--- config.mk ---
export PLATFORM = sky130hd
export DESIGN_NAME = pwm_input_duty_meter
export DESIGN_NICKNAME = d
export VERILOG_FILES = /design/src/hw/rtl/pidm_pkg.sv /design/src/hw/rtl/pidm_divider.sv /design/src/hw/rtl/pwm_input_duty_meter.sv
export SDC_FILE = /design/constraint.sdc
export NUM_CORES = 1
export LEC_CHECK = 0
export BUFFER_PORTS_ARGS = -buffer_cell sky130_fd_sc_hd__buf_4
export CAP_MARGIN = 40
export CORE_MARGIN = 4
export CORE_UTILIZATION = 50
export DETAILED_ROUTE_END_ITERATION = 16
export GPL_ROUTABILITY_DRIVEN = 0
export PLACE_DENSITY = 0.83
export SETUP_SLACK_MARGIN = 0.2
export SYNTH_ARGS = -nofsm -noshare
export SYNTH_HDL_FRONTEND = slang
export SYNTH_SLANG_ARGS = --single-unit
--- constraint.sdc ---
create_clock -name clock -period 3.5 [get_ports clock]
set_clock_uncertainty 0.05 [all_clocks]
set_input_delay 0.35 -clock clock [delete_from_list [all_inputs] [get_ports clock]]
set_output_delay 0.35 -clock clock [all_outputs]
set_load 0.005 [all_outputs]
--- src/hw/rtl/pidm_pkg.sv ---
// ----------------------------------------------------------------------------
// pidm_pkg
// Shared constants and types for the PWM input duty meter.
// ----------------------------------------------------------------------------
package pidm_pkg;

   // default width of the free-running capture counter
   localparam int DefCountBits = 16;

   // duty scale and number of quotient bits (quotient never exceeds 100)
   localparam int DutyScale    = 100;
   localparam int QuotBits     = 7;
   localparam int StepBits     = $clog2(QuotBits);

   // divider status seen by the sequencer
   typedef struct packed {
      logic busy;
      logic done;
   } pidm_div_status_type;

endpackage

--- src/hw/rtl/pidm_divider.sv ---
// ----------------------------------------------------------------------------
// pidm_divider
// Restoring divider: one shared compare/subtract unit, one quotient bit per
// cycle, QuotBits restoring steps per division. The quotient must fit in QuotBits.
// ----------------------------------------------------------------------------
module pidm_divider import pidm_pkg::*; #(
   parameter int COUNT_BITS = DefCountBits
) (
   input  logic                           clock,
   input  logic                           reset,
   input  logic                           start,
   input  logic [COUNT_BITS+QuotBits-1:0] numerator,
   input  logic [COUNT_BITS:0]            divisor,
   output pidm_div_status_type            status,
   output logic [QuotBits-1:0]            quotient
);

   localparam int WideBits = COUNT_BITS + QuotBits;

   logic [WideBits-1:0] rem_ff, rem_in;
   logic [WideBits-1:0] dsh_ff, dsh_in;
   logic [QuotBits-1:0] quot_ff, quot_in;
   logic [StepBits-1:0] step_ff, step_in;
   logic                busy_ff, busy_in;
   logic                done_ff, done_in;
   logic                fits;

   // shared compare unit
   assign fits = (rem_ff >= dsh_ff);

   // next-state logic: load on start, else one restoring step while busy
   always_comb begin
      rem_in  = rem_ff;
      dsh_in  = dsh_ff;
      quot_in = quot_ff;
      step_in = step_ff;
      busy_in = busy_ff;
      done_in = 1'b0;
      if (start) begin
         rem_in  = numerator;
         dsh_in  = {divisor, {(QuotBits-1){1'b0}}};
         quot_in = '0;
         step_in = StepBits'(QuotBits - 1);
         busy_in = 1'b1;
      end else if (busy_ff) begin
         if (fits) begin
            rem_in = rem_ff - dsh_ff;
         end
         quot_in = {quot_ff[QuotBits-2:0], fits};
         dsh_in  = dsh_ff >> 1;
         step_in = step_ff - StepBits'(1);
         if (step_ff == '0) begin
            busy_in = 1'b0;
            done_in = 1'b1;
         end
      end
   end

   // control registers
   always_ff @(posedge clock) begin
      if (reset) begin
         busy_ff <= 1'b0;
         done_ff <= 1'b0;
      end else begin
         busy_ff <= busy_in;
         done_ff <= done_in;
      end
   end

   // datapath registers
   always_ff @(posedge clock) begin
      rem_ff  <= rem_in;
      dsh_ff  <= dsh_in;
      quot_ff <= quot_in;
      step_ff <= step_in;
   end

   assign status.busy = busy_ff;
   assign status.done = done_ff;
   assign quotient    = quot_ff;

endmodule

--- src/hw/rtl/pwm_input_duty_meter.sv ---
// ----------------------------------------------------------------------------
// pwm_input_duty_meter
// Input-capture duty-cycle meter with a serial duty divider.
// ----------------------------------------------------------------------------
// Each request transaction carries one capture timestamp. Captures alternate
// rising/falling starting with rising after reset; the interval since the
// previous capture (modulo 2^COUNT_BITS) becomes the low time on a rising
// capture and the high time on a falling one. One response transaction is
// returned per capture with on, off and total times, the duty percentage
// floor(on*100/total) and the edge expected next. The interval update is made
// at the accepting edge; the sequencer then loads the divider in its start
// state, 7 restoring-division steps run through the single shared
// compare/subtract unit, and the response is registered. req_stall is high
// from the accepting edge until that response is registered, and longer
// while a finished response is held by rsp_stall, so no new capture is taken
// before the previous capture's response is registered.
// ----------------------------------------------------------------------------
module pwm_input_duty_meter import pidm_pkg::*; #(
   parameter int COUNT_BITS = DefCountBits
) (
   input  logic                  clock,
   input  logic                  reset,
   // request channel
   input  logic                  req_valid,
   output logic                  req_stall,
   input  logic [COUNT_BITS-1:0] req_capture_time,
   // response channel
   output logic                  rsp_valid,
   input  logic                  rsp_stall,
   output logic [COUNT_BITS-1:0] rsp_on_period,
   output logic [COUNT_BITS-1:0] rsp_off_period,
   output logic [COUNT_BITS:0]   rsp_total_period,
   output logic [QuotBits-1:0]   rsp_duty_percent,
   output logic                  rsp_duty_valid,
   output logic                  rsp_expect_rising
);

   localparam int WideBits = COUNT_BITS + QuotBits;

   // sequencer codes
   localparam logic [1:0] ST_IDLE  = 2'd0;
   localparam logic [1:0] ST_START = 2'd1;
   localparam logic [1:0] ST_DIV   = 2'd2;
   localparam logic [1:0] ST_HOLD  = 2'd3;

   logic [1:0]            state_ff, state_in;
   logic                  phase_ff, phase_in;
   logic [COUNT_BITS-1:0] last_ff, last_in;
   logic [COUNT_BITS-1:0] high_ff, high_in;
   logic [COUNT_BITS-1:0] low_ff, low_in;

   logic                  out_valid_ff, out_valid_in;
   logic [COUNT_BITS-1:0] out_on_ff, out_off_ff;
   logic [COUNT_BITS:0]   out_total_ff;
   logic [QuotBits-1:0]   out_duty_ff;
   logic                  out_dvalid_ff, out_rising_ff;

   logic                  req_take;
   logic                  slot_free;
   logic                  load_out;
   logic                  div_start;
   logic [COUNT_BITS-1:0] delta;
   logic [COUNT_BITS:0]   total;
   logic                  total_nz;
   logic [WideBits-1:0]   scaled_high;
   logic [QuotBits-1:0]   div_quot;
   pidm_div_status_type   div_status;

   assign req_stall = (state_ff != ST_IDLE);
   assign req_take  = req_valid && !req_stall;
   assign slot_free = !out_valid_ff || !rsp_stall;

   // interval and divider operands
   assign delta       = req_capture_time - last_ff;
   assign total       = {1'b0, high_ff} + {1'b0, low_ff};
   assign total_nz    = (total != '0);
   assign scaled_high = WideBits'(high_ff) * WideBits'(DutyScale);
   assign div_start   = (state_ff == ST_START);

   pidm_divider #(
      .COUNT_BITS(COUNT_BITS)
   ) u_divider (
      .clock    (clock),
      .reset    (reset),
      .start    (div_start),
      .numerator(scaled_high),
      .divisor  (total),
      .status   (div_status),
      .quotient (div_quot)
   );

   // sequencer and edge-phase state
   always_comb begin
      state_in     = state_ff;
      phase_in     = phase_ff;
      last_in      = last_ff;
      high_in      = high_ff;
      low_in       = low_ff;
      load_out     = 1'b0;
      out_valid_in = out_valid_ff && rsp_stall;
      case (state_ff)
         ST_IDLE: begin
            if (req_take) begin
               if (!phase_ff) begin
                  low_in = delta;
               end else begin
                  high_in = delta;
               end
               phase_in = !phase_ff;
               last_in  = req_capture_time;
               state_in = ST_START;
            end
         end
         ST_START: begin
            state_in = ST_DIV;
         end
         ST_DIV: begin
            if (div_status.done) begin
               if (slot_free) begin
                  load_out = 1'b1;
                  state_in = ST_IDLE;
               end else begin
                  state_in = ST_HOLD;
               end
            end
         end
         ST_HOLD: begin
            if (slot_free) begin
               load_out = 1'b1;
               state_in = ST_IDLE;
            end
         end
         default: begin
            state_in = ST_IDLE;
         end
      endcase
      if (load_out) begin
         out_valid_in = 1'b1;
      end
   end

   // control and measurement state
   always_ff @(posedge clock) begin
      if (reset) begin
         state_ff     <= ST_IDLE;
         phase_ff     <= 1'b0;
         last_ff      <= '0;
         high_ff      <= '0;
         low_ff       <= '0;
         out_valid_ff <= 1'b0;
      end else begin
         state_ff     <= state_in;
         phase_ff     <= phase_in;
         last_ff      <= last_in;
         high_ff      <= high_in;
         low_ff       <= low_in;
         out_valid_ff <= out_valid_in;
      end
   end

   // response payload register
   always_ff @(posedge clock) begin
      if (load_out) begin
         out_on_ff     <= high_ff;
         out_off_ff    <= low_ff;
         out_total_ff  <= total;
         out_duty_ff   <= total_nz ? div_quot : '0;
         out_dvalid_ff <= total_nz;
         out_rising_ff <= !phase_ff;
      end
   end

   assign rsp_valid         = out_valid_ff;
   assign rsp_on_period     = out_on_ff;
   assign rsp_off_period    = out_off_ff;
   assign rsp_total_period  = out_total_ff;
   assign rsp_duty_percent  = out_duty_ff;
   assign rsp_duty_valid    = out_dvalid_ff;
   assign rsp_expect_rising = out_rising_ff;

   // checks
   a_busy_stalls: assert property (@(posedge clock) disable iff (reset)
      div_status.busy |-> req_stall)
      else $error("divider busy while request side is open");

   a_accept_starts: assert property (@(posedge clock) disable iff (reset)
      req_take |=> (state_ff == ST_START))
      else $error("accepted capture did not start the divider");

   a_done_in_div: assert property (@(posedge clock) disable iff (reset)
      div_status.done |-> (state_ff == ST_DIV))
      else $error("divider finished outside the divide state");

   a_duty_range: assert property (@(posedge clock) disable iff (reset)
      (out_valid_ff && out_dvalid_ff) |-> (out_duty_ff <= QuotBits'(DutyScale)))
      else $error("duty percentage above full scale");

   a_zero_total: assert property (@(posedge clock) disable iff (reset)
      (out_valid_ff && !out_dvalid_ff) |-> (out_duty_ff == '0 && out_total_ff == '0))
      else $error("zero-total response carries a duty value");

endmodule
==> flow_summary.yaml <==
placement:
  detailedPlacementHpwl_mm: 17.6
  dp_slack_ns: -0.162
  post_dp_cell_area_um2: 11400
  io_buffer_count: 79
floorplanning:
  rows: 51
  core_area_um2: 19500
  ios: 80
  floorplan.die_area_um2: 22200
  dieHeight_um: 149
  floorplan.die.width_um: 149
  starting_density_of_the_core: 0.510
final_layout:
  total_area_of_multi_input_combinational_cells_um2: 5450
  final_layout_size_suffix_gt1_frac: 0.231
  fin_area_um2: 12400
  fill_cell_total_of_the_finished_layout: 1460
  final_net_count: 1296
  seqCellArea_um2: 4360
  syn2layout_area_growth_pct: 25.0
  diodes: 0
sta:
  hold_viol_final: 0
  timing.final.crit_period_ns: 3.58
  slew_violations: 0
  finalCritPeriodShare: 1.02
  grt_setup_unrepaired: "true"
  fin_hold_ws_ns: 0.119
  maxClockFrequency_mhz: 279
  setup_viol: 4
  timing_worst_slew_pin_value_ns: 0.826
  maxSlewHeadroom: 0.448
  setup_ws_final_ns: -0.0822
cts:
  tritoncts: "built"
  clock_sinks: 168
  root_buffer: "sky130_fd_sc_hd__clkbuf_16"
  cts-htree-levels: 4
  path_clk_slew_ns: 0.07
  max-clock-path-buffers: 2
  cts_inserted_buffers: 17
  clock_latency_ns: 0.44
yosys:
  netlist-cell-type-count: 63
  synth_area_leaders: "sky130_fd_sc_hd__edfxtp_1 29%, sky130_fd_sc_hd__dfxtp_1 15%, sky130_fd_sc_hd__ha_1 14%"
  post_synth_inst_count: 1005
  synth.ff_latch_count: 168
  ys_warn_count: 0
  synth_largest_area_cell: "sky130_fd_sc_hd__edfxtp_1"
  synth_most_common_cell: "sky130_fd_sc_hd__nand2_1"
  ys_dominant_reg_cell: "sky130_fd_sc_hd__edfxtp_1"
  synth_top_cell_area_share: 0.291
  synth-seq-area-share: 0.436
  synth-async-reset-ratio: 0
  mapped_cell_area_um2: 9920
  number_of_synthesized_flops_with_an_enable_pin: 96
  synth.net_count: 1147
  syn-mean-instance-area_um2: 9.87
  post_synth_most_frequent_cells: "113 x sky130_fd_sc_hd__nand2_1, 112 x sky130_fd_sc_hd__inv_1, 108 x sky130_fd_sc_hd__ha_1"
worst_setup_path:
  worst_setup_path_end_kind: "flip-flop"
  crit_required_ns: 3.63
  critical_path_at_ns: 3.71
  reg2reg_from: "high_ff[4]"
  capturing_point_of_the_worst_reg2reg_path: "u_divider.rem_ff[22]"
  r2r_slack_ns: -0.08
  path_max_fanout: 4
  setup.worst_path.start_class: "flip-flop"
  timing.setup.critical_path_class: "reg2reg"
  cell_depth_of_the_worst_flop_to_flop_path: 15
global_routing:
  overflow: 0
  global_route.usage.total: 0.226
  grt_start_max_net_pins: 39
  antenna_found_initial: 0
  grt_pass1_vias: 8091
  grt_pass1_wl_mm: 39.9
routing:
  vias: 8094
  residual_drc: 0
  drt_iter0_markers: 590
  antenna_violating_nets_post_route: 0
  routed_wire_length_per_instance_um: 18.1
  drt_pass1_iterations: 5
  route.final.wire_length_mm: 26.0
  viasPerCell: 5.65
worst_hold_path:
  worstHoldPathType: "in2reg"
  hold-path-endpoint: "last_ff[11]"
  hold_depth: 3
  worstHoldStart: "req_capture_time[11]"
outcome:
  violations_in_the_final_reports: "negative setup slack"
  outcome: "complete, but fails checks"
flow_run:
  drv.max_cap_violation_count: 0
power_and_ir_drop:
  vdd.ir_drop.worst_uv: 389
  power_per_cell_area_nw_per_um2: 458
  report.power.total_uw: 5690
  leakage_uw: 0.00536
==> kinds of logic (layout without fill, tap and decap cells) <==
kind of cell	count (synthesis)	count (layout)	synth area share
muxes	13	13	0.0131
xor gates and xnor gates	59	59	0.0521
DFF	168	168	0.436
buffers and inverters	140	302	0.0537
and+or+nand+nor	259	259	0.119
adders and majority gates	122	122	0.164
AOI/OAI and AO/OA	244	244	0.162
==> how the worst max path moves through the flow <==
stage / cells past startpoint / end / start
after floorplan: 13 / u_divider.rem_ff[22] / high_ff[3]
after global placement: 13 / u_divider.rem_ff[22] / high_ff[2]
after detailed placement: 16 / u_divider.rem_ff[21] / high_ff[3]
after CTS: 15 / u_divider.rem_ff[22] / high_ff[4]
after global routing: 16 / u_divider.rem_ff[21] / high_ff[3]
final: 15 / u_divider.rem_ff[22] / high_ff[4]
==> final cells by class <==
type | count | share of cell area
clock inverter | 8 | 0.00868
multi-input combinational | 697 | 0.439
timing repair buffer | 157 | 0.0987
tap | 265 | 0.0267
sequential | 168 | 0.351
clock buffer | 24 | 0.0415
inverter | 113 | 0.0342
==> critical path: stages, from the launching register on <==
cell                       delay [ns]
sky130_fd_sc_hd__dfxtp_4         0.37
sky130_fd_sc_hd__ha_4            0.26
sky130_fd_sc_hd__ha_4            0.27
sky130_fd_sc_hd__inv_2           0.03
sky130_fd_sc_hd__fa_1            0.52
sky130_fd_sc_hd__inv_2           0.06
sky130_fd_sc_hd__ha_4            0.23
sky130_fd_sc_hd__nand2_2         0.07
sky130_fd_sc_hd__o21ai_2         0.07
sky130_fd_sc_hd__o41a_1          0.33
sky130_fd_sc_hd__a41o_1          0.24
sky130_fd_sc_hd__o41ai_4         0.24
sky130_fd_sc_hd__o221ai_1        0.16
sky130_fd_sc_hd__a21oi_1         0.19
sky130_fd_sc_hd__xor2_1          0.15
sky130_fd_sc_hd__o22ai_1         0.09
==> sequential cells by signal, indices dropped and copies added, names as in the netlist, 2 cells and up <==
register / flops
rsp_duty_percent: 7
rsp_on_period: 16
high_ff: 16
rsp_total_period: 17
u_divider.quotient: 7
state_ff: 2
u_divider.dsh_ff: 23
last_ff: 16
low_ff: 16
rsp_off_period: 16
u_divider.step_ff: 3
u_divider.rem_ff: 23
==> per-layer routing <==
layer / part of all wire / vias to the layer above / GRT usage
met2: 0.51 / 294 / 0.408
met5: 0 / - / 0
li1: - / 3849 / -
met3: 0.049 / 91 / 0.0410
met4: 0.047 / 0 / 0.0993
met1: 0.39 / 3860 / 0.263
==> timing repair <==
item	4_1_cts	5_1_grt
hold buffers	0	0
buffers inserted	13	4
setup endpoints to repair	37	36
pin swaps	26	7
gates resized for setup	37	15
gates cloned	0	0
==> layout by cell type (no fill, tap or decap), drive strengths merged, types with 8 or more instances in the layout <==
cell type	netlist	final
dfxtp	72	72
a22o	12	12
mux2i	13	13
o21a	8	8
o31ai	14	14
edfxtp	96	96
nand2	114	114
nor2	59	59
nor2b	16	16
a21oi	70	70
fa	14	14
a211oi	11	11
nor3	12	12
xor2	24	24
nand3	23	23
xnor2	35	35
o21ai	50	50
ha	108	108
clkbuf	23	24
inv	112	113
a21o	20	20
o22ai	13	13
o21bai	10	10
buf	4	157
==> report_power, final <==
group,switching [uW],internal (uW)
clock,776,1180
sequential,92.3,2250
combinational,796,595
==> through the flow <==
step	utilization	setup TNS (ns)	instances
global route	0.637	-1.21	1432
global placement	0.586	-0.0913	1380
detailed placement	0.588	-0.842	1383
CTS	0.632	-0.00131	1428
finish	0.637	-0.228	1432
floorplan	-	0	1005
Note: power is estimated with default switching activity, not from simulation.
